[src/hdl/ale_pkg.sv]
// Shared types, codes and widths for the array list engine.
package ale_pkg;

    localparam int DEPTH = 16;

    localparam int CNT_W = 5;
    localparam int POS_W = 5;
    localparam int VAL_W = 32;
    localparam int OP_W  = 3;
    localparam int ST_W  = 2;
    localparam int CAP_W = 5;

    localparam logic [CAP_W-1:0] CAP_RESET = 5'd16;

    // operation codes
    localparam logic [OP_W-1:0] OP_APPEND  = 3'd0;
    localparam logic [OP_W-1:0] OP_INSERT  = 3'd1;
    localparam logic [OP_W-1:0] OP_DELETE  = 3'd2;
    localparam logic [OP_W-1:0] OP_REVERSE = 3'd3;
    localparam logic [OP_W-1:0] OP_SORT    = 3'd4;
    localparam logic [OP_W-1:0] OP_SHOW    = 3'd5;

    // result status codes
    localparam logic [ST_W-1:0] ST_OK     = 2'd0;
    localparam logic [ST_W-1:0] ST_FULL   = 2'd1;
    localparam logic [ST_W-1:0] ST_EMPTY  = 2'd2;
    localparam logic [ST_W-1:0] ST_BADPOS = 2'd3;

    // read address select
    localparam logic [1:0] RA_I   = 2'd0;
    localparam logic [1:0] RA_J   = 2'd1;
    localparam logic [1:0] RA_IP1 = 2'd2;
    localparam logic [1:0] RA_IM1 = 2'd3;

    // write address select
    localparam logic WA_I = 1'b0;
    localparam logic WA_J = 1'b1;

    // write data select
    localparam logic [1:0] WD_VAL  = 2'd0;
    localparam logic [1:0] WD_HOLD = 2'd1;
    localparam logic [1:0] WD_RD   = 2'd2;

    // index i update
    localparam logic [2:0] IOP_NONE  = 3'd0;
    localparam logic [2:0] IOP_ZERO  = 3'd1;
    localparam logic [2:0] IOP_CNT   = 3'd2;
    localparam logic [2:0] IOP_POSM1 = 3'd3;
    localparam logic [2:0] IOP_INC   = 3'd4;
    localparam logic [2:0] IOP_DEC   = 3'd5;

    // index j update
    localparam logic [2:0] JOP_NONE  = 3'd0;
    localparam logic [2:0] JOP_IP1   = 3'd1;
    localparam logic [2:0] JOP_CNTM1 = 3'd2;
    localparam logic [2:0] JOP_INC   = 3'd3;
    localparam logic [2:0] JOP_DEC   = 3'd4;

    // result data select
    localparam logic [1:0] DS_ZERO = 2'd0;
    localparam logic [1:0] DS_HOLD = 2'd1;
    localparam logic [1:0] DS_RD   = 2'd2;

    typedef struct packed {
        logic            capture;
        logic            rd_en;
        logic [1:0]      rd_sel;
        logic            wr_en;
        logic            wr_sel;
        logic [1:0]      wd_sel;
        logic [2:0]      i_op;
        logic [2:0]      j_op;
        logic            hold_ld;
        logic            cnt_inc;
        logic            cnt_dec;
        logic            emit;
        logic [ST_W-1:0] em_status;
        logic [1:0]      em_dsel;
        logic            em_last;
    } ale_cmd_t;

    typedef struct packed {
        logic [OP_W-1:0] op;
        logic            full;
        logic            cnt_zero;
        logic            cnt_le1;
        logic            ins_bad;
        logic            del_bad;
        logic            i_ge_pos;
        logic            ip1_lt_cnt;
        logic            i_lt_j;
        logic            i_lt_cnt;
        logic            j_lt_cnt;
        logic            hold_gt_rd;
        logic            i_last;
        logic            out_free;
    } ale_sts_t;

endpackage

[src/hdl/array_list_engine_unit.sv]
// Array list engine: a list of signed 32-bit values kept in an on-chip store, one request at a
// time. Requests are taken one at a time; s_tready is high only while the engine is idle.
// Every memory step goes through the store's single read port, whose data is registered, so
// insert and delete move each entry with a read and then a write, reverse reads both ends of
// a pair and then writes both, sort compares each pair (n*(n-1)/2 pairs) with a read of j
// and a conditional write, and show reads each element before emitting it.
// The result register lets the next request start while the last result waits. Capacity is
// set through the cfg channel; the user writes it only while the engine is idle, which the
// block itself does not enforce. The store needs no clearing after reset.
module array_list_engine_unit (
    input  logic        aclk,
    input  logic        aresetn,
    input  logic        s_tvalid,
    output logic        s_tready,
    input  logic [39:0] s_tdata,  // [4:0] position, [36:5] value, [39:37] zero
    input  logic [2:0]  s_tuser,  // [2:0] op
    output logic        m_tvalid,
    input  logic        m_tready,
    output logic [39:0] m_tdata,  // [31:0] data, [36:32] count, [37] empty_flag,
                                  // [38] full_flag, [39] zero
    output logic [1:0]  m_tuser,  // [1:0] status
    output logic        m_tlast,
    input  logic        cfg_valid,
    output logic        cfg_ready,
    input  logic [4:0]  cfg_data  // capacity
);

    ale_pkg::ale_cmd_t cmd;
    ale_pkg::ale_sts_t sts;

    logic [ale_pkg::CNT_W-1:0]        out_count;
    logic signed [ale_pkg::VAL_W-1:0] out_data;
    logic                             out_empty;
    logic                             out_full;

    assign cfg_ready = 1'b1;

    ale_ctrl u_ctrl (
        .aclk     (aclk),
        .aresetn  (aresetn),
        .s_tvalid (s_tvalid),
        .s_tready (s_tready),
        .sts      (sts),
        .cmd      (cmd)
    );

    ale_dpath u_dpath (
        .aclk       (aclk),
        .aresetn    (aresetn),
        .in_op      (s_tuser),
        .in_pos     (s_tdata[4:0]),
        .in_val     (s_tdata[36:5]),
        .cfg_we     (cfg_valid && cfg_ready),
        .cfg_cap    (cfg_data),
        .cmd        (cmd),
        .sts        (sts),
        .m_tready   (m_tready),
        .m_tvalid   (m_tvalid),
        .out_status (m_tuser),
        .out_data   (out_data),
        .out_count  (out_count),
        .out_empty  (out_empty),
        .out_full   (out_full),
        .out_last   (m_tlast)
    );

    assign m_tdata = {1'b0, out_full, out_empty, out_count, out_data};

    // a new result never overwrites one still waiting
    a_emit_free: assert property (@(posedge aclk) disable iff (!aresetn)
        cmd.emit |-> sts.out_free)
        else $error("result register overwritten");

    // the store is never written while the engine is idle
    a_idle_no_write: assert property (@(posedge aclk) disable iff (!aresetn)
        s_tready |-> !cmd.wr_en)
        else $error("store written while idle");

    a_empty_flag: assert property (@(posedge aclk) disable iff (!aresetn)
        m_tvalid |-> (m_tdata[37] == (m_tdata[36:32] == 5'd0)))
        else $error("empty flag disagrees with count");

    // any failure status comes as a single, final result
    a_err_last: assert property (@(posedge aclk) disable iff (!aresetn)
        (m_tvalid && (m_tuser != ale_pkg::ST_OK)) |-> m_tlast)
        else $error("error result not marked last");

endmodule

[src/hdl/ale_ctrl.sv]
// Sequencer for the array list engine: walks each request through its memory steps.
module ale_ctrl (
    input  logic              aclk,
    input  logic              aresetn,
    input  logic              s_tvalid,
    output logic              s_tready,
    input  ale_pkg::ale_sts_t sts,
    output ale_pkg::ale_cmd_t cmd
);

    localparam logic [4:0] S_IDLE     = 5'd0;
    localparam logic [4:0] S_DECODE   = 5'd1;
    localparam logic [4:0] S_APPEND   = 5'd2;
    localparam logic [4:0] S_INS_CHK  = 5'd3;
    localparam logic [4:0] S_INS_WR   = 5'd4;
    localparam logic [4:0] S_DEL_RD   = 5'd5;
    localparam logic [4:0] S_DEL_HOLD = 5'd6;
    localparam logic [4:0] S_DEL_CHK  = 5'd7;
    localparam logic [4:0] S_DEL_WR   = 5'd8;
    localparam logic [4:0] S_REV_CHK  = 5'd9;
    localparam logic [4:0] S_REV_RDJ  = 5'd10;
    localparam logic [4:0] S_REV_WRI  = 5'd11;
    localparam logic [4:0] S_REV_WRJ  = 5'd12;
    localparam logic [4:0] S_SRT_CHKI = 5'd13;
    localparam logic [4:0] S_SRT_LDI  = 5'd14;
    localparam logic [4:0] S_SRT_CHKJ = 5'd15;
    localparam logic [4:0] S_SRT_CMP  = 5'd16;
    localparam logic [4:0] S_SHW_RD   = 5'd17;
    localparam logic [4:0] S_SHW_EMIT = 5'd18;
    localparam logic [4:0] S_EMIT     = 5'd19;

    logic [4:0]              state_reg, state_next;
    logic [ale_pkg::ST_W-1:0] st_reg, st_next;
    logic [1:0]              dsel_reg, dsel_next;

    assign s_tready = (state_reg == S_IDLE);

    always_comb begin
        state_next = state_reg;
        st_next    = st_reg;
        dsel_next  = dsel_reg;
        cmd        = '0;
        cmd.rd_sel = ale_pkg::RA_I;
        cmd.wr_sel = ale_pkg::WA_I;
        cmd.wd_sel = ale_pkg::WD_VAL;
        cmd.i_op   = ale_pkg::IOP_NONE;
        cmd.j_op   = ale_pkg::JOP_NONE;
        cmd.em_status = ale_pkg::ST_OK;
        cmd.em_dsel   = ale_pkg::DS_ZERO;

        case (state_reg)
            S_IDLE: begin
                if (s_tvalid) begin
                    cmd.capture = 1'b1;
                    state_next  = S_DECODE;
                end
            end
            S_DECODE: begin
                st_next    = ale_pkg::ST_OK;
                dsel_next  = ale_pkg::DS_ZERO;
                state_next = S_EMIT;
                case (sts.op)
                    ale_pkg::OP_APPEND: begin
                        if (sts.full) begin
                            st_next = ale_pkg::ST_FULL;
                        end else begin
                            cmd.i_op   = ale_pkg::IOP_CNT;
                            state_next = S_APPEND;
                        end
                    end
                    ale_pkg::OP_INSERT: begin
                        if (sts.full) begin
                            st_next = ale_pkg::ST_FULL;
                        end else if (sts.ins_bad) begin
                            st_next = ale_pkg::ST_BADPOS;
                        end else begin
                            cmd.i_op   = ale_pkg::IOP_CNT;
                            state_next = S_INS_CHK;
                        end
                    end
                    ale_pkg::OP_DELETE: begin
                        if (sts.cnt_zero) begin
                            st_next = ale_pkg::ST_EMPTY;
                        end else if (sts.del_bad) begin
                            st_next = ale_pkg::ST_BADPOS;
                        end else begin
                            cmd.i_op   = ale_pkg::IOP_POSM1;
                            state_next = S_DEL_RD;
                        end
                    end
                    ale_pkg::OP_REVERSE: begin
                        if (!sts.cnt_le1) begin
                            cmd.i_op   = ale_pkg::IOP_ZERO;
                            cmd.j_op   = ale_pkg::JOP_CNTM1;
                            state_next = S_REV_CHK;
                        end
                    end
                    ale_pkg::OP_SORT: begin
                        cmd.i_op   = ale_pkg::IOP_ZERO;
                        state_next = S_SRT_CHKI;
                    end
                    ale_pkg::OP_SHOW: begin
                        if (sts.cnt_zero) begin
                            st_next = ale_pkg::ST_EMPTY;
                        end else begin
                            cmd.i_op   = ale_pkg::IOP_ZERO;
                            state_next = S_SHW_RD;
                        end
                    end
                    default: begin
                        state_next = S_EMIT;
                    end
                endcase
            end
            S_APPEND: begin
                cmd.wr_en   = 1'b1;
                cmd.cnt_inc = 1'b1;
                state_next  = S_EMIT;
            end
            // shift entries up from the top until the hole reaches pos-1
            S_INS_CHK: begin
                if (sts.i_ge_pos) begin
                    cmd.rd_en  = 1'b1;
                    cmd.rd_sel = ale_pkg::RA_IM1;
                    state_next = S_INS_WR;
                end else begin
                    cmd.wr_en   = 1'b1;
                    cmd.cnt_inc = 1'b1;
                    state_next  = S_EMIT;
                end
            end
            S_INS_WR: begin
                cmd.wr_en  = 1'b1;
                cmd.wd_sel = ale_pkg::WD_RD;
                cmd.i_op   = ale_pkg::IOP_DEC;
                state_next = S_INS_CHK;
            end
            S_DEL_RD: begin
                cmd.rd_en  = 1'b1;
                state_next = S_DEL_HOLD;
            end
            S_DEL_HOLD: begin
                cmd.hold_ld = 1'b1;
                state_next  = S_DEL_CHK;
            end
            S_DEL_CHK: begin
                if (sts.ip1_lt_cnt) begin
                    cmd.rd_en  = 1'b1;
                    cmd.rd_sel = ale_pkg::RA_IP1;
                    state_next = S_DEL_WR;
                end else begin
                    cmd.cnt_dec = 1'b1;
                    dsel_next   = ale_pkg::DS_HOLD;
                    state_next  = S_EMIT;
                end
            end
            S_DEL_WR: begin
                cmd.wr_en  = 1'b1;
                cmd.wd_sel = ale_pkg::WD_RD;
                cmd.i_op   = ale_pkg::IOP_INC;
                state_next = S_DEL_CHK;
            end
            S_REV_CHK: begin
                if (sts.i_lt_j) begin
                    cmd.rd_en  = 1'b1;
                    state_next = S_REV_RDJ;
                end else begin
                    state_next = S_EMIT;
                end
            end
            S_REV_RDJ: begin
                cmd.hold_ld = 1'b1;
                cmd.rd_en   = 1'b1;
                cmd.rd_sel  = ale_pkg::RA_J;
                state_next  = S_REV_WRI;
            end
            S_REV_WRI: begin
                cmd.wr_en  = 1'b1;
                cmd.wd_sel = ale_pkg::WD_RD;
                state_next = S_REV_WRJ;
            end
            S_REV_WRJ: begin
                cmd.wr_en  = 1'b1;
                cmd.wr_sel = ale_pkg::WA_J;
                cmd.wd_sel = ale_pkg::WD_HOLD;
                cmd.i_op   = ale_pkg::IOP_INC;
                cmd.j_op   = ale_pkg::JOP_DEC;
                state_next = S_REV_CHK;
            end
            // hold carries the running minimum for slot i
            S_SRT_CHKI: begin
                if (sts.i_lt_cnt) begin
                    cmd.rd_en  = 1'b1;
                    cmd.j_op   = ale_pkg::JOP_IP1;
                    state_next = S_SRT_LDI;
                end else begin
                    state_next = S_EMIT;
                end
            end
            S_SRT_LDI: begin
                cmd.hold_ld = 1'b1;
                state_next  = S_SRT_CHKJ;
            end
            S_SRT_CHKJ: begin
                if (sts.j_lt_cnt) begin
                    cmd.rd_en  = 1'b1;
                    cmd.rd_sel = ale_pkg::RA_J;
                    state_next = S_SRT_CMP;
                end else begin
                    cmd.wr_en  = 1'b1;
                    cmd.wd_sel = ale_pkg::WD_HOLD;
                    cmd.i_op   = ale_pkg::IOP_INC;
                    state_next = S_SRT_CHKI;
                end
            end
            S_SRT_CMP: begin
                if (sts.hold_gt_rd) begin
                    cmd.wr_en   = 1'b1;
                    cmd.wr_sel  = ale_pkg::WA_J;
                    cmd.wd_sel  = ale_pkg::WD_HOLD;
                    cmd.hold_ld = 1'b1;
                end
                cmd.j_op   = ale_pkg::JOP_INC;
                state_next = S_SRT_CHKJ;
            end
            S_SHW_RD: begin
                cmd.rd_en  = 1'b1;
                state_next = S_SHW_EMIT;
            end
            S_SHW_EMIT: begin
                if (sts.out_free) begin
                    cmd.emit    = 1'b1;
                    cmd.em_dsel = ale_pkg::DS_RD;
                    cmd.em_last = sts.i_last;
                    if (sts.i_last) begin
                        state_next = S_IDLE;
                    end else begin
                        cmd.i_op   = ale_pkg::IOP_INC;
                        state_next = S_SHW_RD;
                    end
                end
            end
            S_EMIT: begin
                if (sts.out_free) begin
                    cmd.emit      = 1'b1;
                    cmd.em_status = st_reg;
                    cmd.em_dsel   = dsel_reg;
                    cmd.em_last   = 1'b1;
                    state_next    = S_IDLE;
                end
            end
            default: begin
                state_next = S_IDLE;
            end
        endcase
    end

    always_ff @(posedge aclk) begin
        if (!aresetn) begin
            state_reg <= S_IDLE;
            st_reg    <= ale_pkg::ST_OK;
            dsel_reg  <= ale_pkg::DS_ZERO;
        end else begin
            state_reg <= state_next;
            st_reg    <= st_next;
            dsel_reg  <= dsel_next;
        end
    end

endmodule

[src/hdl/ale_dpath.sv]
// Datapath of the array list engine: element store, indices, count and result register.
module ale_dpath (
    input  logic                          aclk,
    input  logic                          aresetn,
    input  logic [ale_pkg::OP_W-1:0]      in_op,
    input  logic [ale_pkg::POS_W-1:0]     in_pos,
    input  logic signed [ale_pkg::VAL_W-1:0] in_val,
    input  logic                          cfg_we,
    input  logic [ale_pkg::CAP_W-1:0]     cfg_cap,
    input  ale_pkg::ale_cmd_t             cmd,
    output ale_pkg::ale_sts_t             sts,
    input  logic                          m_tready,
    output logic                          m_tvalid,
    output logic [ale_pkg::ST_W-1:0]      out_status,
    output logic signed [ale_pkg::VAL_W-1:0] out_data,
    output logic [ale_pkg::CNT_W-1:0]     out_count,
    output logic                          out_empty,
    output logic                          out_full,
    output logic                          out_last
);

    localparam int DEPTH = ale_pkg::DEPTH;
    localparam int AW = $clog2(DEPTH);

    logic signed [ale_pkg::VAL_W-1:0] elem_mem [DEPTH];

    logic [ale_pkg::OP_W-1:0]         op_reg;
    logic [ale_pkg::POS_W-1:0]        pos_reg;
    logic signed [ale_pkg::VAL_W-1:0] val_reg;
    logic [ale_pkg::CNT_W-1:0]        cnt_reg, cnt_next;
    logic [ale_pkg::CAP_W-1:0]        cap_reg;
    logic [ale_pkg::CNT_W-1:0]        i_reg, i_next;
    logic [ale_pkg::CNT_W-1:0]        j_reg, j_next;
    logic signed [ale_pkg::VAL_W-1:0] hold_reg;
    logic signed [ale_pkg::VAL_W-1:0] rd_data_reg;
    logic                             out_valid_reg, out_valid_next;
    logic [ale_pkg::ST_W-1:0]         out_status_reg;
    logic signed [ale_pkg::VAL_W-1:0] out_data_reg;
    logic [ale_pkg::CNT_W-1:0]        out_count_reg;
    logic                             out_empty_reg;
    logic                             out_full_reg;
    logic                             out_last_reg;

    logic [ale_pkg::CNT_W-1:0]        rd_idx, wr_idx;
    logic [AW-1:0]                    rd_addr, wr_addr;
    logic signed [ale_pkg::VAL_W-1:0] wr_data, em_data;
    logic [ale_pkg::CAP_W-1:0]        eff_cap;
    logic                             full;

    always_comb begin
        if (cap_reg == '0) begin
            eff_cap = ale_pkg::CAP_W'(1);
        end else if (int'(cap_reg) > DEPTH) begin
            eff_cap = ale_pkg::CAP_W'(DEPTH);
        end else begin
            eff_cap = cap_reg;
        end
    end

    // a capacity lowered below the count still reads as full
    assign full = (cnt_reg >= eff_cap);

    always_comb begin
        case (cmd.rd_sel)
            ale_pkg::RA_I:   rd_idx = i_reg;
            ale_pkg::RA_J:   rd_idx = j_reg;
            ale_pkg::RA_IP1: rd_idx = i_reg + ale_pkg::CNT_W'(1);
            ale_pkg::RA_IM1: rd_idx = i_reg - ale_pkg::CNT_W'(1);
            default:         rd_idx = i_reg;
        endcase
        wr_idx = (cmd.wr_sel == ale_pkg::WA_J) ? j_reg : i_reg;
        case (cmd.wd_sel)
            ale_pkg::WD_VAL:  wr_data = val_reg;
            ale_pkg::WD_HOLD: wr_data = hold_reg;
            ale_pkg::WD_RD:   wr_data = rd_data_reg;
            default:          wr_data = val_reg;
        endcase
        case (cmd.em_dsel)
            ale_pkg::DS_HOLD: em_data = hold_reg;
            ale_pkg::DS_RD:   em_data = rd_data_reg;
            default:          em_data = '0;
        endcase
    end

    assign rd_addr = AW'(rd_idx);
    assign wr_addr = AW'(wr_idx);

    always_ff @(posedge aclk) begin
        if (cmd.wr_en) begin
            elem_mem[wr_addr] <= wr_data;
        end
        if (cmd.rd_en) begin
            rd_data_reg <= elem_mem[rd_addr];
        end
    end

    always_comb begin
        case (cmd.i_op)
            ale_pkg::IOP_ZERO:  i_next = '0;
            ale_pkg::IOP_CNT:   i_next = cnt_reg;
            ale_pkg::IOP_POSM1: i_next = pos_reg - ale_pkg::CNT_W'(1);
            ale_pkg::IOP_INC:   i_next = i_reg + ale_pkg::CNT_W'(1);
            ale_pkg::IOP_DEC:   i_next = i_reg - ale_pkg::CNT_W'(1);
            default:            i_next = i_reg;
        endcase
        case (cmd.j_op)
            ale_pkg::JOP_IP1:   j_next = i_reg + ale_pkg::CNT_W'(1);
            ale_pkg::JOP_CNTM1: j_next = cnt_reg - ale_pkg::CNT_W'(1);
            ale_pkg::JOP_INC:   j_next = j_reg + ale_pkg::CNT_W'(1);
            ale_pkg::JOP_DEC:   j_next = j_reg - ale_pkg::CNT_W'(1);
            default:            j_next = j_reg;
        endcase
        cnt_next = cnt_reg;
        if (cmd.cnt_inc) begin
            cnt_next = cnt_reg + ale_pkg::CNT_W'(1);
        end else if (cmd.cnt_dec) begin
            cnt_next = cnt_reg - ale_pkg::CNT_W'(1);
        end
        out_valid_next = out_valid_reg;
        if (cmd.emit) begin
            out_valid_next = 1'b1;
        end else if (m_tready) begin
            out_valid_next = 1'b0;
        end
    end

    always_ff @(posedge aclk) begin
        if (!aresetn) begin
            cnt_reg       <= '0;
            cap_reg       <= ale_pkg::CAP_RESET;
            out_valid_reg <= 1'b0;
        end else begin
            cnt_reg       <= cnt_next;
            out_valid_reg <= out_valid_next;
            if (cfg_we) begin
                cap_reg <= cfg_cap;
            end
        end
    end

    always_ff @(posedge aclk) begin
        i_reg <= i_next;
        j_reg <= j_next;
        if (cmd.capture) begin
            op_reg  <= in_op;
            pos_reg <= in_pos;
            val_reg <= in_val;
        end
        if (cmd.hold_ld) begin
            hold_reg <= rd_data_reg;
        end
        if (cmd.emit) begin
            out_status_reg <= cmd.em_status;
            out_data_reg   <= em_data;
            out_count_reg  <= cnt_reg;
            out_empty_reg  <= (cnt_reg == '0);
            out_full_reg   <= full;
            out_last_reg   <= cmd.em_last;
        end
    end

    always_comb begin
        sts.op         = op_reg;
        sts.full       = full;
        sts.cnt_zero   = (cnt_reg == '0);
        sts.cnt_le1    = (cnt_reg <= ale_pkg::CNT_W'(1));
        sts.ins_bad    = (pos_reg == '0) ||
                         ({1'b0, pos_reg} > ({1'b0, cnt_reg} + 6'd1));
        sts.del_bad    = (pos_reg == '0) || (pos_reg > cnt_reg);
        sts.i_ge_pos   = (i_reg >= pos_reg);
        sts.ip1_lt_cnt = (({1'b0, i_reg} + 6'd1) < {1'b0, cnt_reg});
        sts.i_lt_j     = (i_reg < j_reg);
        sts.i_lt_cnt   = (i_reg < cnt_reg);
        sts.j_lt_cnt   = (j_reg < cnt_reg);
        sts.hold_gt_rd = (hold_reg > rd_data_reg);
        sts.i_last     = (({1'b0, i_reg} + 6'd1) == {1'b0, cnt_reg});
        sts.out_free   = !out_valid_reg || m_tready;
    end

    assign m_tvalid   = out_valid_reg;
    assign out_status = out_status_reg;
    assign out_data   = out_data_reg;
    assign out_count  = out_count_reg;
    assign out_empty  = out_empty_reg;
    assign out_full   = out_full_reg;
    assign out_last   = out_last_reg;

endmodule

[config.mk]
export PLATFORM = sky130hd
export DESIGN_NAME = array_list_engine_unit
export DESIGN_NICKNAME = d
export VERILOG_FILES = /design/src/hdl/ale_pkg.sv /design/src/hdl/array_list_engine_unit.sv /design/src/hdl/ale_ctrl.sv /design/src/hdl/ale_dpath.sv
export SDC_FILE = /design/constraint.sdc
export NUM_CORES = 1
export LEC_CHECK = 0
export ABC_AREA = 1
export BUFFER_PORTS_ARGS = -buffer_cell sky130_fd_sc_hd__buf_2
export CORE_MARGIN = 2
export CORE_UTILIZATION = 60
export CTS_CLUSTER_SIZE = 40
export DETAILED_ROUTE_END_ITERATION = 6
export PLACE_DENSITY_LB_ADDON = 0.15
export REMOVE_ABC_BUFFERS = 1
export SYNTH_ARGS = -nofsm -noshare
export SYNTH_HDL_FRONTEND = slang
export SYNTH_SLANG_ARGS = --single-unit
[constraint.sdc]
create_clock -name aclk -period 9.2 [get_ports aclk]
set_clock_uncertainty 0.1 [all_clocks]
set_input_delay 0.46 -clock aclk [delete_from_list [all_inputs] [get_ports aclk]]
set_output_delay 0.46 -clock aclk [all_outputs]
set_load 0.05 [all_outputs]
# After elaboration in Yosys (flattened, before gate mapping)

Memory sizes are Yosys's and may differ from the RTL's. A register that Yosys moved wholly into a read port is not among the register bits.
Cells that the tools add are included.

$add $sub $neg: 9
$lt $le $gt $ge: 11
Equal/unequal tests: 45
Mux-type cells: 81
Reductions and logical operators: 25

Operators with widths:

| cell                                              | number |
|---|---|
| one-hot mux 32 bit (2 select lines)               | 2 |
| two-way mux 5 bit                                 | 19 |
| one-hot mux 5 bit (18 select lines)               | 1 |
| == test 5 x 4 -> 1 bit (second input constant)    | 8 |
| > comparator 32 bit                               | 1 |
| one-hot mux 5 bit (6 select lines)                | 1 |
| two-way mux 3 bit                                 | 9 |
| one-hot mux 5 bit (5 select lines)                | 1 |
| one-hot mux 2 bit (4 select lines)                | 3 |
| == test 5 x 3 -> 1 bit (second input constant)    | 4 |
| == test 5 bit (second input constant)             | 4 |
| logical NOT 5 bit                                 | 4 |
| two-way mux 2 bit                                 | 10 |
| one-hot mux 5 bit (4 select lines)                | 1 |
| subtractor 5 x 1 -> 5 bit (second input constant) | 4 |
| == test 3 x 2 -> 1 bit (second input constant)    | 6 |
| one-hot mux 3 bit (6 select lines)                | 1 |
| two-way mux 1 bit                                 | 17 |
| two-way mux 4 bit                                 | 4 |
| one-hot mux 4 bit (4 select lines)                | 1 |
| adder 5 x 1 -> 5 bit (second input constant)      | 3 |
| == test 3 bit (second input constant)             | 5 |
| < comparator 5 bit                                | 3 |
| one-hot mux 3 bit (5 select lines)                | 1 |
| other kinds (33)                                  | 58 |

Bits in registers: 144
Bits in writable memories: 512
Bits of input ports: 53
Output and inout bits: 46
Logic and storage cells: 190
Memories: 1

Memories:

| memory           | depth | bits a word | rd ports | clocked after memory_dff | write ports | line            | source |
|---|---|---|---|---|---|---|---|
| u_dpath.elem_mem | 16    | 32          | 1        | 1                        | 1           | ale_dpath.sv:25 | `logic signed [ale_pkg::VAL_W-1:0] elem_mem [DEPTH];` |

# Longest topological paths before layout

Gate-level depths: netlist (run 1).

Word-level depth: 9
Gate-level depth with buffers: 24
Mapped depth without buffers: 22

# Modules after synthesis

Synthesis (run 1) repeated with hierarchy kept, for this count alone.

Cells, all modules: 2791
Area total of the unflattened synthesis: 30984.7 µm²

Modules (own cells, without submodules):

| module                 | instances | cells each | area each (µm²) | seq. area each (µm²) |
|---|---|---|---|---|
| ale_dpath              | 1         | 2577       | 29887.4         | 20279.4 |
| ale_ctrl               | 1         | 208        | 1059.8          | 160.2 |
| array_list_engine_unit | 1         | 6          | 37.5            | 0.0 |

# Least setup slack after synthesis (run 1)

OpenSTA, ideal clock, no wires.

Path type: flip-flop to flip-flop
Start point: reg u_dpath.rd_data_reg[31] (netlist name) (read register of u_dpath.elem_mem)
End point: mem u_dpath.elem_mem[0][0] (netlist name) (enable)
Setup time: 421 ps
Data arrival time: 3441 ps
Required time: 8679 ps
Setup slack: 5238 ps
Stages on the path, launching flop included: 14
Path buffers: 1
Clock period less this slack: 3962 ps
Cell sequence: edfxtp_1 -> inv_1 -> ha_1 -> a21o_1 -> nor2_1 -> nand2_1 -> a21oi_1 -> nand3_1 -> nand3_1 -> nand2_1 -> buf_2 -> o21ai_0 -> nand2_1 -> nor2_1

Word-level cells in the longest chain between the ends: 5
Elaborated cells between the ends (all ways): 7
Classes of those cells: order compare: 1; mux: 6

RTL lines:

| what                                    | line             | source |
|---|---|---|
| from (decl)                             | ale_dpath.sv:35  | `logic signed [ale_pkg::VAL_W-1:0] rd_data_reg;` |
| > comparator 32 bit (*)                 | ale_dpath.sv:175 | `sts.hold_gt_rd = (hold_reg > rd_data_reg);` |
| two-way mux 4 bit (*)                   | ale_ctrl.sv:217  | `if (sts.hold_gt_rd) begin` |
| one-hot mux 1 bit (4 select lines)      | ale_ctrl.sv:51   | `case (state_reg)` |
| two-way mux 1 bit                       | ale_dpath.sv:89  | `if (cmd.wr_en) begin` |
| two-way mux 1 bit (not written as such) | ale_dpath.sv:90  | `elem_mem[wr_addr] <= wr_data;` |
| to (decl)                               | ale_dpath.sv:25  |  |

Mark *: on every way between the ends. The rest lies on a longest branch, timed or not.

# Worst setup path in the final report (run 1)

Start point: reg u_dpath.rd_data_reg[6] (netlist name) (read register of u_dpath.elem_mem)
End point: mem u_dpath.elem_mem[11][29] (netlist name), data pin

Word-level cells in the longest chain between the ends: 5
Elaborated cells between the ends (all ways): 6
Classes of those cells: order compare: 1; eq/ne: 2; mux: 3

RTL lines:

| what                                                           | line             | source |
|---|---|---|
| > comparator 32 bit (*)                                        | ale_dpath.sv:175 |  |
| two-way mux 4 bit (*)                                          | ale_ctrl.sv:217  |  |
| one-hot mux 2 bit (4 select lines) (*)                         | ale_ctrl.sv:51   |  |
| == test 2 bit / == test 2 x 1 -> 1 bit (equally long branches) | ale_dpath.sv:72  | `case (cmd.wd_sel)` |
| one-hot mux 32 bit (2 select lines) (*)                        | ale_dpath.sv:72  |  |
| via u_dpath.wr_data, one bit                                   | ale_dpath.sv:46  | `logic signed [ale_pkg::VAL_W-1:0] wr_data, em_data;` |

Mark *: on every way through the listed nets, which the timed path passes. The rest lies on a longest branch.

==> flow_summary.ini, run 1 <==
[power_and_ir_drop]
clkPwrFrac = 0.206
p_total_mw = 13.25
switchingPower_mw = 5.515
power_leakage_nw = 13.09
pwr-share-seq = 0.382
powerDensity_nw_per_um2 = 382.5
p_sw_frac = 0.4161
p_int_mw = 7.740
peakVddDrop_mv = 0.3876
share_comb_of_total_power = 0.413

[global_route]
grt_usage = 0.3202
grt_pass1_vias = 21216
grt_max_degree = 174
grt-ovfl-total = 0
grt_pass1_wl_um = 127000
antenna_found_initial = 1

[routing]
vias = 22673
drc_errors = 0
ant_nets = 0
wl_per_cell_um = 23.06
totalWireLength_um = 85230
drt_pass1_iterations = 6
drtIter0Drc = 2762
via_per_inst = 6.134

[clock_tree]
ctsResizeCount = 0
cts_tree = yes
cts_sinks = 687
cts.clk_slew.worst_paths_ns = 0.06
numCtsBuffers = 71
clockRootBuffer = clkbuf_16
clk_latency_ns = 0.63
cts_setup_buffers = 0
cts-htree-levels = 3
clockBufferDepth = 3

[hold_path]
min_from = cfg_valid
hold_depth = 2
hold_path_end = u_dpath.cap_reg[4]
min_path_type = in -> reg

[die]
die_height_um = 231.4
rows = 83
die_w_um = 231.4
pin_count = 99
die-area_um2 = 53530
start_util = 0.6058
core_area_um2 = 51200

[sta]
rsz0062_at_grt = no
tightestPinTransition_ns = 1.157
maxSlewHeadroom = 0.2285
final_hold_viol_count = 0
post-route-period-util = 0.6144
setup_slack_ns = 3.547
min_period_ns = 5.653
fmax_mhz = 176.9
drv_slew = 0
setup_tns_ns = 0
setup_viol = 0

[synthesis]
yosysWarnings = 0
synth_edf_count = 668
avgSynthCellArea_um2 = 10.81
ys_ff_latch = 687
syn_area_um2 = 31020
synth.most_common_cell = nand2_1
synth_largest_area_cell = edfxtp_1
synth_top_cell_area_share = 0.6467
synth-main-ff-cell = edfxtp_1
async_flop_share = 0
synth_cell_types = 45
synth_cells = 2869
ys_top_cells_by_area = edfxtp_1, nand3_1, nand2_1
synth_top_cells_by_count = nand2_1, nand3_1, edfxtp_1
ys_seq_area_frac = 0.6590

[placed_design]
numPortBuffers = 93
dp_hpwl_um = 45510
post-place-ws_ns = 3.833
gp_congestion = 0.9015
dp.cells = 3525

[setup_path]
r2r_cells = 17
ff2ff_setup_slack_ns = 3.55
worstReg2RegStart = u_dpath.rd_data_reg[6]
crit_path_max_incr_delay_ns = 0.87
r2r-end = u_dpath.elem_mem[11][29]
cp_slowest_cell = a21oi_1
cp-start-kind = register
worstSetupPathType = reg -> reg
critPathArrivalTime_ns = 5.82
path_cells = inv_1 > ha_1 > nand2_1 > nor2_1 > nand4_1 > nor3_1 > a21oi_1 > nand3_1 > nand2_1 > nor2_1 > inv_1 > ha_1 > buf_4 > inv_1 > buf_4 > nor2_1 > a21oi_1
crit_path_end_kind = register
cp_max_fo = 33
crit_required_ns = 9.37

[cells_and_area]
final_net_count = 3100
final_util = 0.6769
largest_reg_flops = 512
fillers = 3731
antenna_cells = 0
largest-register = u_dpath.elem_mem
final_cells = 3696
final_layout_size_suffix_gt1_frac = 0.09118
synthToLayoutAreaGrowth_pct = 11.73

[status]
outcome = completed

[run]
maxCapViolCount = 0
metrics by stage:
step	cell area, µm²	hold slack (ns)
2_1_floorplan	30210	0.3356
3_3_place_gp	32050	0.3614
3_5_place_dp	32050	0.3669
4_1_cts	34660	0.003312
5_1_grt	34660	0.05671
6_report	34660	0.03240
final cells by class:
type | count | area, µm² | share of cell area
repair buffers | 181 | 1251 | 0.03610
well taps | 680 | 850.8 | 0.02455
clock buffers | 93 | 1891 | 0.05455
flip-flops and latches | 687 | 20440 | 0.5898
clock inverters | 33 | 260.3 | 0.007510
multi-input cells | 1866 | 9371 | 0.2704
inverters | 156 | 591.8 | 0.01708
worst max-delay path: cells and delay by family (launching register included):
kind	cells	cell delay, ns
simple gates	8	1.69
buf+inv	5	1.45
compound gates	2	1.01
fa+ha+maj	2	0.56
flops	1	0.43
worst max path at each step:
stage,end,startpoint
6_report,u_dpath.elem_mem[11][29],u_dpath.rd_data_reg[6]
5_1_grt,u_dpath.elem_mem[2][28],u_dpath.rd_data_reg[6]
4_1_cts,u_dpath.elem_mem[4][21],u_dpath.rd_data_reg[6]
3_3_place_gp,u_dpath.rd_data_reg[12],u_dpath.i_reg[0]
2_1_floorplan,u_dpath.rd_data_reg[0],u_dpath.i_reg[0]
3_5_place_dp,u_dpath.elem_mem[0][21],u_dpath.rd_data_reg[6]
kinds of logic (layout without fill, tap and decap cells):
| logic type | Yosys count | count (layout) | share of synthesized area |
|---|---|---|---|
| adder cells (fa/ha/maj) | 84 | 84 | 0.03413 |
| AND/OR/NAND/NOR | 1567 | 1567 | 0.2231 |
| flip-flops | 687 | 687 | 0.6590 |
| other | 2 | 2 | 0.0002421 |
| XOR/XNOR | 12 | 12 | 0.003389 |
| AO/OA/AOI/OAI | 201 | 201 | 0.03517 |
| buffers and inverters | 316 | 463 | 0.04502 |
power groups by stage:
stage	sequential [mW]	clock (mW)	combinational, mW
final	5.06	2.72	5.47
after global routing	5.09	2.87	6.04
after CTS	5.05	2.74	5.38
after detailed placement	5.11	0	5.32
after global placement	5.10	0	5.16
after floorplan	5.05	0	3.67
placed cells by master (no fill, tap or decap), types with 2 or more instances in the layout:
| cell type | n |
|---|---|
| a31oi_1 | 2 |
| nand3_2 | 3 |
| o22ai_1 | 4 |
| or2_2 | 2 |
| dfxtp_1 | 19 |
| buf_4 | 42 |
| o221ai_1 | 2 |
| clkinvlp_4 | 3 |
| nor2_2 | 4 |
| inv_2 | 5 |
| inv_6 | 2 |
| xor2_1 | 9 |
| ha_1 | 83 |
| nand3b_1 | 6 |
| bufinv_16 | 3 |
| xnor2_1 | 3 |
| nand2_1 | 693 |
| nand3_1 | 686 |
| conb_1 | 2 |
| edfxtp_1 | 668 |
| a21o_1 | 2 |
| clkbuf_16 | 72 |
| buf_2 | 93 |
| nor3_2 | 2 |
| a21oi_1 | 140 |
| nor2_1 | 110 |
| nor2_4 | 20 |
| nor3_1 | 9 |
| clkinv_1 | 16 |
| o2111ai_1 | 5 |
| nor4_1 | 4 |
| clkinv_2 | 9 |
| a22oi_1 | 3 |
| inv_1 | 148 |
| nand2_2 | 4 |
| o21ai_0 | 29 |
| nand4_1 | 19 |
| clkbuf_1 | 20 |
| dlygate4sd3_1 | 45 |
| o211ai_1 | 6 |
layer usage:
metal,global-route usage,vias to the layer above,part of all wire
met1,0.4446,10849,0.39
met2,0.5113,1302,0.47
met4,0.1198,0,0.034
li1,-,10325,-
met3,0.05512,197,0.10
met5,0,-,0
timing repair:
item	4_1_cts	5_1_grt
hold buffers	45	0
hold endpoints to repair	45	0
setup endpoints to repair	0	0
No activity file was read; power rests on OpenSTA's default activity.
==> inputs of run 2 (changes only) <==
- ABC_AREA: 1 -> 0
- CORE_UTILIZATION: 60 -> 56
- clock period: 9.2 -> 5 ns (I/O delays scaled with it)
==> run 2 against run 1 <==
Net effect:
- flip-flop and latch count stayed put
- clock-buffer cell count down 10
- via count down 14%
- largest cell class unchanged
- highest routed layer unchanged
- clock power is 97% higher
- wire length fell by 6.6%
- register-to-register slack lost 3.2 ns
==> flow_summary.ini, run 2 <==
[synthesis]
synth_top_cells_by_count = edfxtp_1, nand2_1, a21oi_1
synth_edf_count = 668
avgSynthCellArea_um2 = 14.06
synth-main-ff-cell = edfxtp_1
ys_top_cells_by_area = edfxtp_1, mux2i_1, a221oi_1
yosysWarnings = 0
synth.most_common_cell = edfxtp_1
syn_area_um2 = 29820
ys_seq_area_frac = 0.6855
async_flop_share = 0
synth_top_cell_area_share = 0.6728
synth_largest_area_cell = edfxtp_1
synth_cell_types = 71
ys_ff_latch = 687
synth_cells = 2121

[global_route]
grt_pass1_wl_um = 117700
grt_usage = 0.2855
grt_pass1_vias = 19039
grt-ovfl-total = 0
grt_max_degree = 105
antenna_found_initial = 0

[setup_path]
r2r-end = u_dpath.rd_data_reg[26]
crit_required_ns = 5.22
cp_max_fo = 104
ff2ff_setup_slack_ns = 0.36
crit_path_end_kind = register
crit_path_end = u_dpath.rd_data_reg[26]
worstSetupPathType = reg -> reg
startpoint = u_dpath.i_reg[1]
worstReg2RegStart = u_dpath.i_reg[1]
cp-start-kind = register
r2r_cells = 12
critPathArrivalTime_ns = 4.86

[sta]
min_period_ns = 4.639
final_hold_viol_count = 0
whs_ns = 0.1016
fmax_mhz = 215.6
post-route-period-util = 0.9277
setup_slack_ns = 0.3615
tightestPinTransition_ns = 1.135
rsz0062_at_grt = no
setup_viol = 0
maxSlewHeadroom = 0.2328
drv_slew = 0

[clock_tree]
clockRootBuffer = clkbuf_16
numCtsBuffers = 72
cts-htree-levels = 3
cts_setup_buffers = 0
cts_tree = yes
clockBufferDepth = 3
cts.clk_slew.worst_paths_ns = 0.06
cts_sinks = 687
clk_latency_ns = 0.63

[die]
die_height_um = 234.7
die_w_um = 234.7
core_area_um2 = 52550
die-area_um2 = 55110
pin_count = 99
rows = 84
start_util = 0.5674

[cells_and_area]
layout_commonest_cell = edfxtp_1
largest_reg_flops = 512
mostFrequentLayoutCells = edfxtp_1, nand2_1, a21oi_1
antenna_cells = 0
postLayoutCellArea_um2 = 34920
final_cells = 3058
final_layout_size_suffix_gt1_frac = 0.1477
synthToLayoutAreaGrowth_pct = 17.11
final_net_count = 2453
largest-register = u_dpath.elem_mem
final_util = 0.6645

[power_and_ir_drop]
p_sw_frac = 0.3683
pwr-share-seq = 0.387
clkPwrFrac = 0.236
p_int_mw = 14.39
switchingPower_mw = 8.389
share_comb_of_total_power = 0.377
peakVddDrop_mv = 0.5119
powerDensity_nw_per_um2 = 652.2
power_leakage_nw = 12.41

[routing]
totalWireLength_um = 79580
drc_errors = 0
ant_nets = 0
wl_per_cell_um = 26.02
via_per_inst = 6.373
drt_pass1_iterations = 5
drtIter0Drc = 2150
vias = 19489

[placed_design]
post-place-ws_ns = 0.2029
place_area_um2 = 31950
numPortBuffers = 93
gp_congestion = 0.8880
dp.cells = 2872
dp_hpwl_um = 44910

[status]
outcome = completed

[run]
maxCapViolCount = 0

[hold_path]
min_path_type = in -> reg
[run 2: changes by cell type in the layout (fill, tap and decap cells not counted), moves of 28 or more]
cell,delta
buf_4,+38
or4_1,+33
a22oi_1,+62
buf_12,+28
nor2_1,-30
nand3_1,-658
o21ai_0,+28
inv_1,-84
a221oi_1,+130
mux2i_1,+133
nand2_1,-483
[run 2: what timing repair did]
action	in CTS	in global routing
setup endpoints to repair	0	0
resized for setup	0	0
hold endpoints to repair	58	0
hold buffers	58	0
[run 2: power groups by stage]
stage	sequential [mW]	clock, mW	combinational, mW
2_1_floorplan	8.86	0	5.37
6_report	8.81	5.37	8.59
3_5_place_dp	8.91	0	8.43
4_1_cts	8.80	5.44	8.53
3_3_place_gp	8.88	0	8.20
5_1_grt	8.88	5.66	9.30
[run 2: stage by stage]
step / setup TNS, ns / total power, mW
after floorplan: -198.12 / 14.23
after detailed placement: 0 / 17.33
final: 0 / 22.77
after global placement: 0 / 17.08
after CTS: 0 / 22.77
after global routing: 0 / 23.84
[run 2: worst max-delay path: stages, from the launching register on]
cell and delay [ns]:
edfxtp_1 0.64, ha_1 0.27, nand3_1 0.10, xnor2_1 0.41, ha_1 0.33, nand3_1 0.11, o21bai_1 0.16, nand3_1 0.29
o2111a_1 0.28, a211oi_4 0.38, buf_12 0.44, a221oi_1 0.18, or4_1 0.61
[run 2: area by class of cell]
| cell class | instances | area [µm²] |
|---|---|---|
| Multi-Input combinational cell | 1230 | 8758 |
| Clock buffer | 83 | 1843 |
| Sequential cell | 687 | 20440 |
| Inverter | 65 | 244.0 |
| Fill cell | 3723 | 17630 |
| Tap cell | 688 | 860.8 |
| Clock inverter | 45 | 544.3 |
| Timing Repair Buffer | 260 | 2227 |
[run 2: per-layer routing]
metal | wire (µm) | vias up | GRT usage
li1 | - | 8700 | -
met1 | 32660 | 9726 | 0.3965
met2 | 37750 | 893 | 0.4534
met3 | 6213 | 170 | 0.04723
met4 | 2959 | 0 | 0.1155
met5 | 0 | - | 0
[run 2: logic make-up (layout without fill, tap and decap cells)]
family                     count (synthesis)  count (layout)  share of synthesized area
DFF                                      687             687                     0.6855
AOI/OAI and AO/OA                        544             544                     0.1277
and+or+nand+nor                          446             446                    0.06995
buffers and inverters                    204             453                    0.03026
muxes                                    133             133                    0.04465
adders and majority gates                 84              84                    0.03550
xor gates and xnor gates                  21              21                   0.006168
other                                      2               2                  0.0002519
[run 2: worst min path at each step]
stage / startpoint / endpoint / slack [ns] / cells after the start
6_report: s_tvalid / u_ctrl.state_reg[4] / 0.10 / 4
4_1_cts: s_tvalid / u_ctrl.state_reg[4] / 0.05 / 4
2_1_floorplan: aresetn / u_dpath.cap_reg[4] / 0.25 / 1
5_1_grt: s_tvalid / u_ctrl.state_reg[4] / 0.14 / 4
3_5_place_dp: s_tdata[30] / u_dpath.val_reg[25] / 0.33 / 1
3_3_place_gp: s_tdata[16] / u_dpath.val_reg[11] / 0.33 / 1
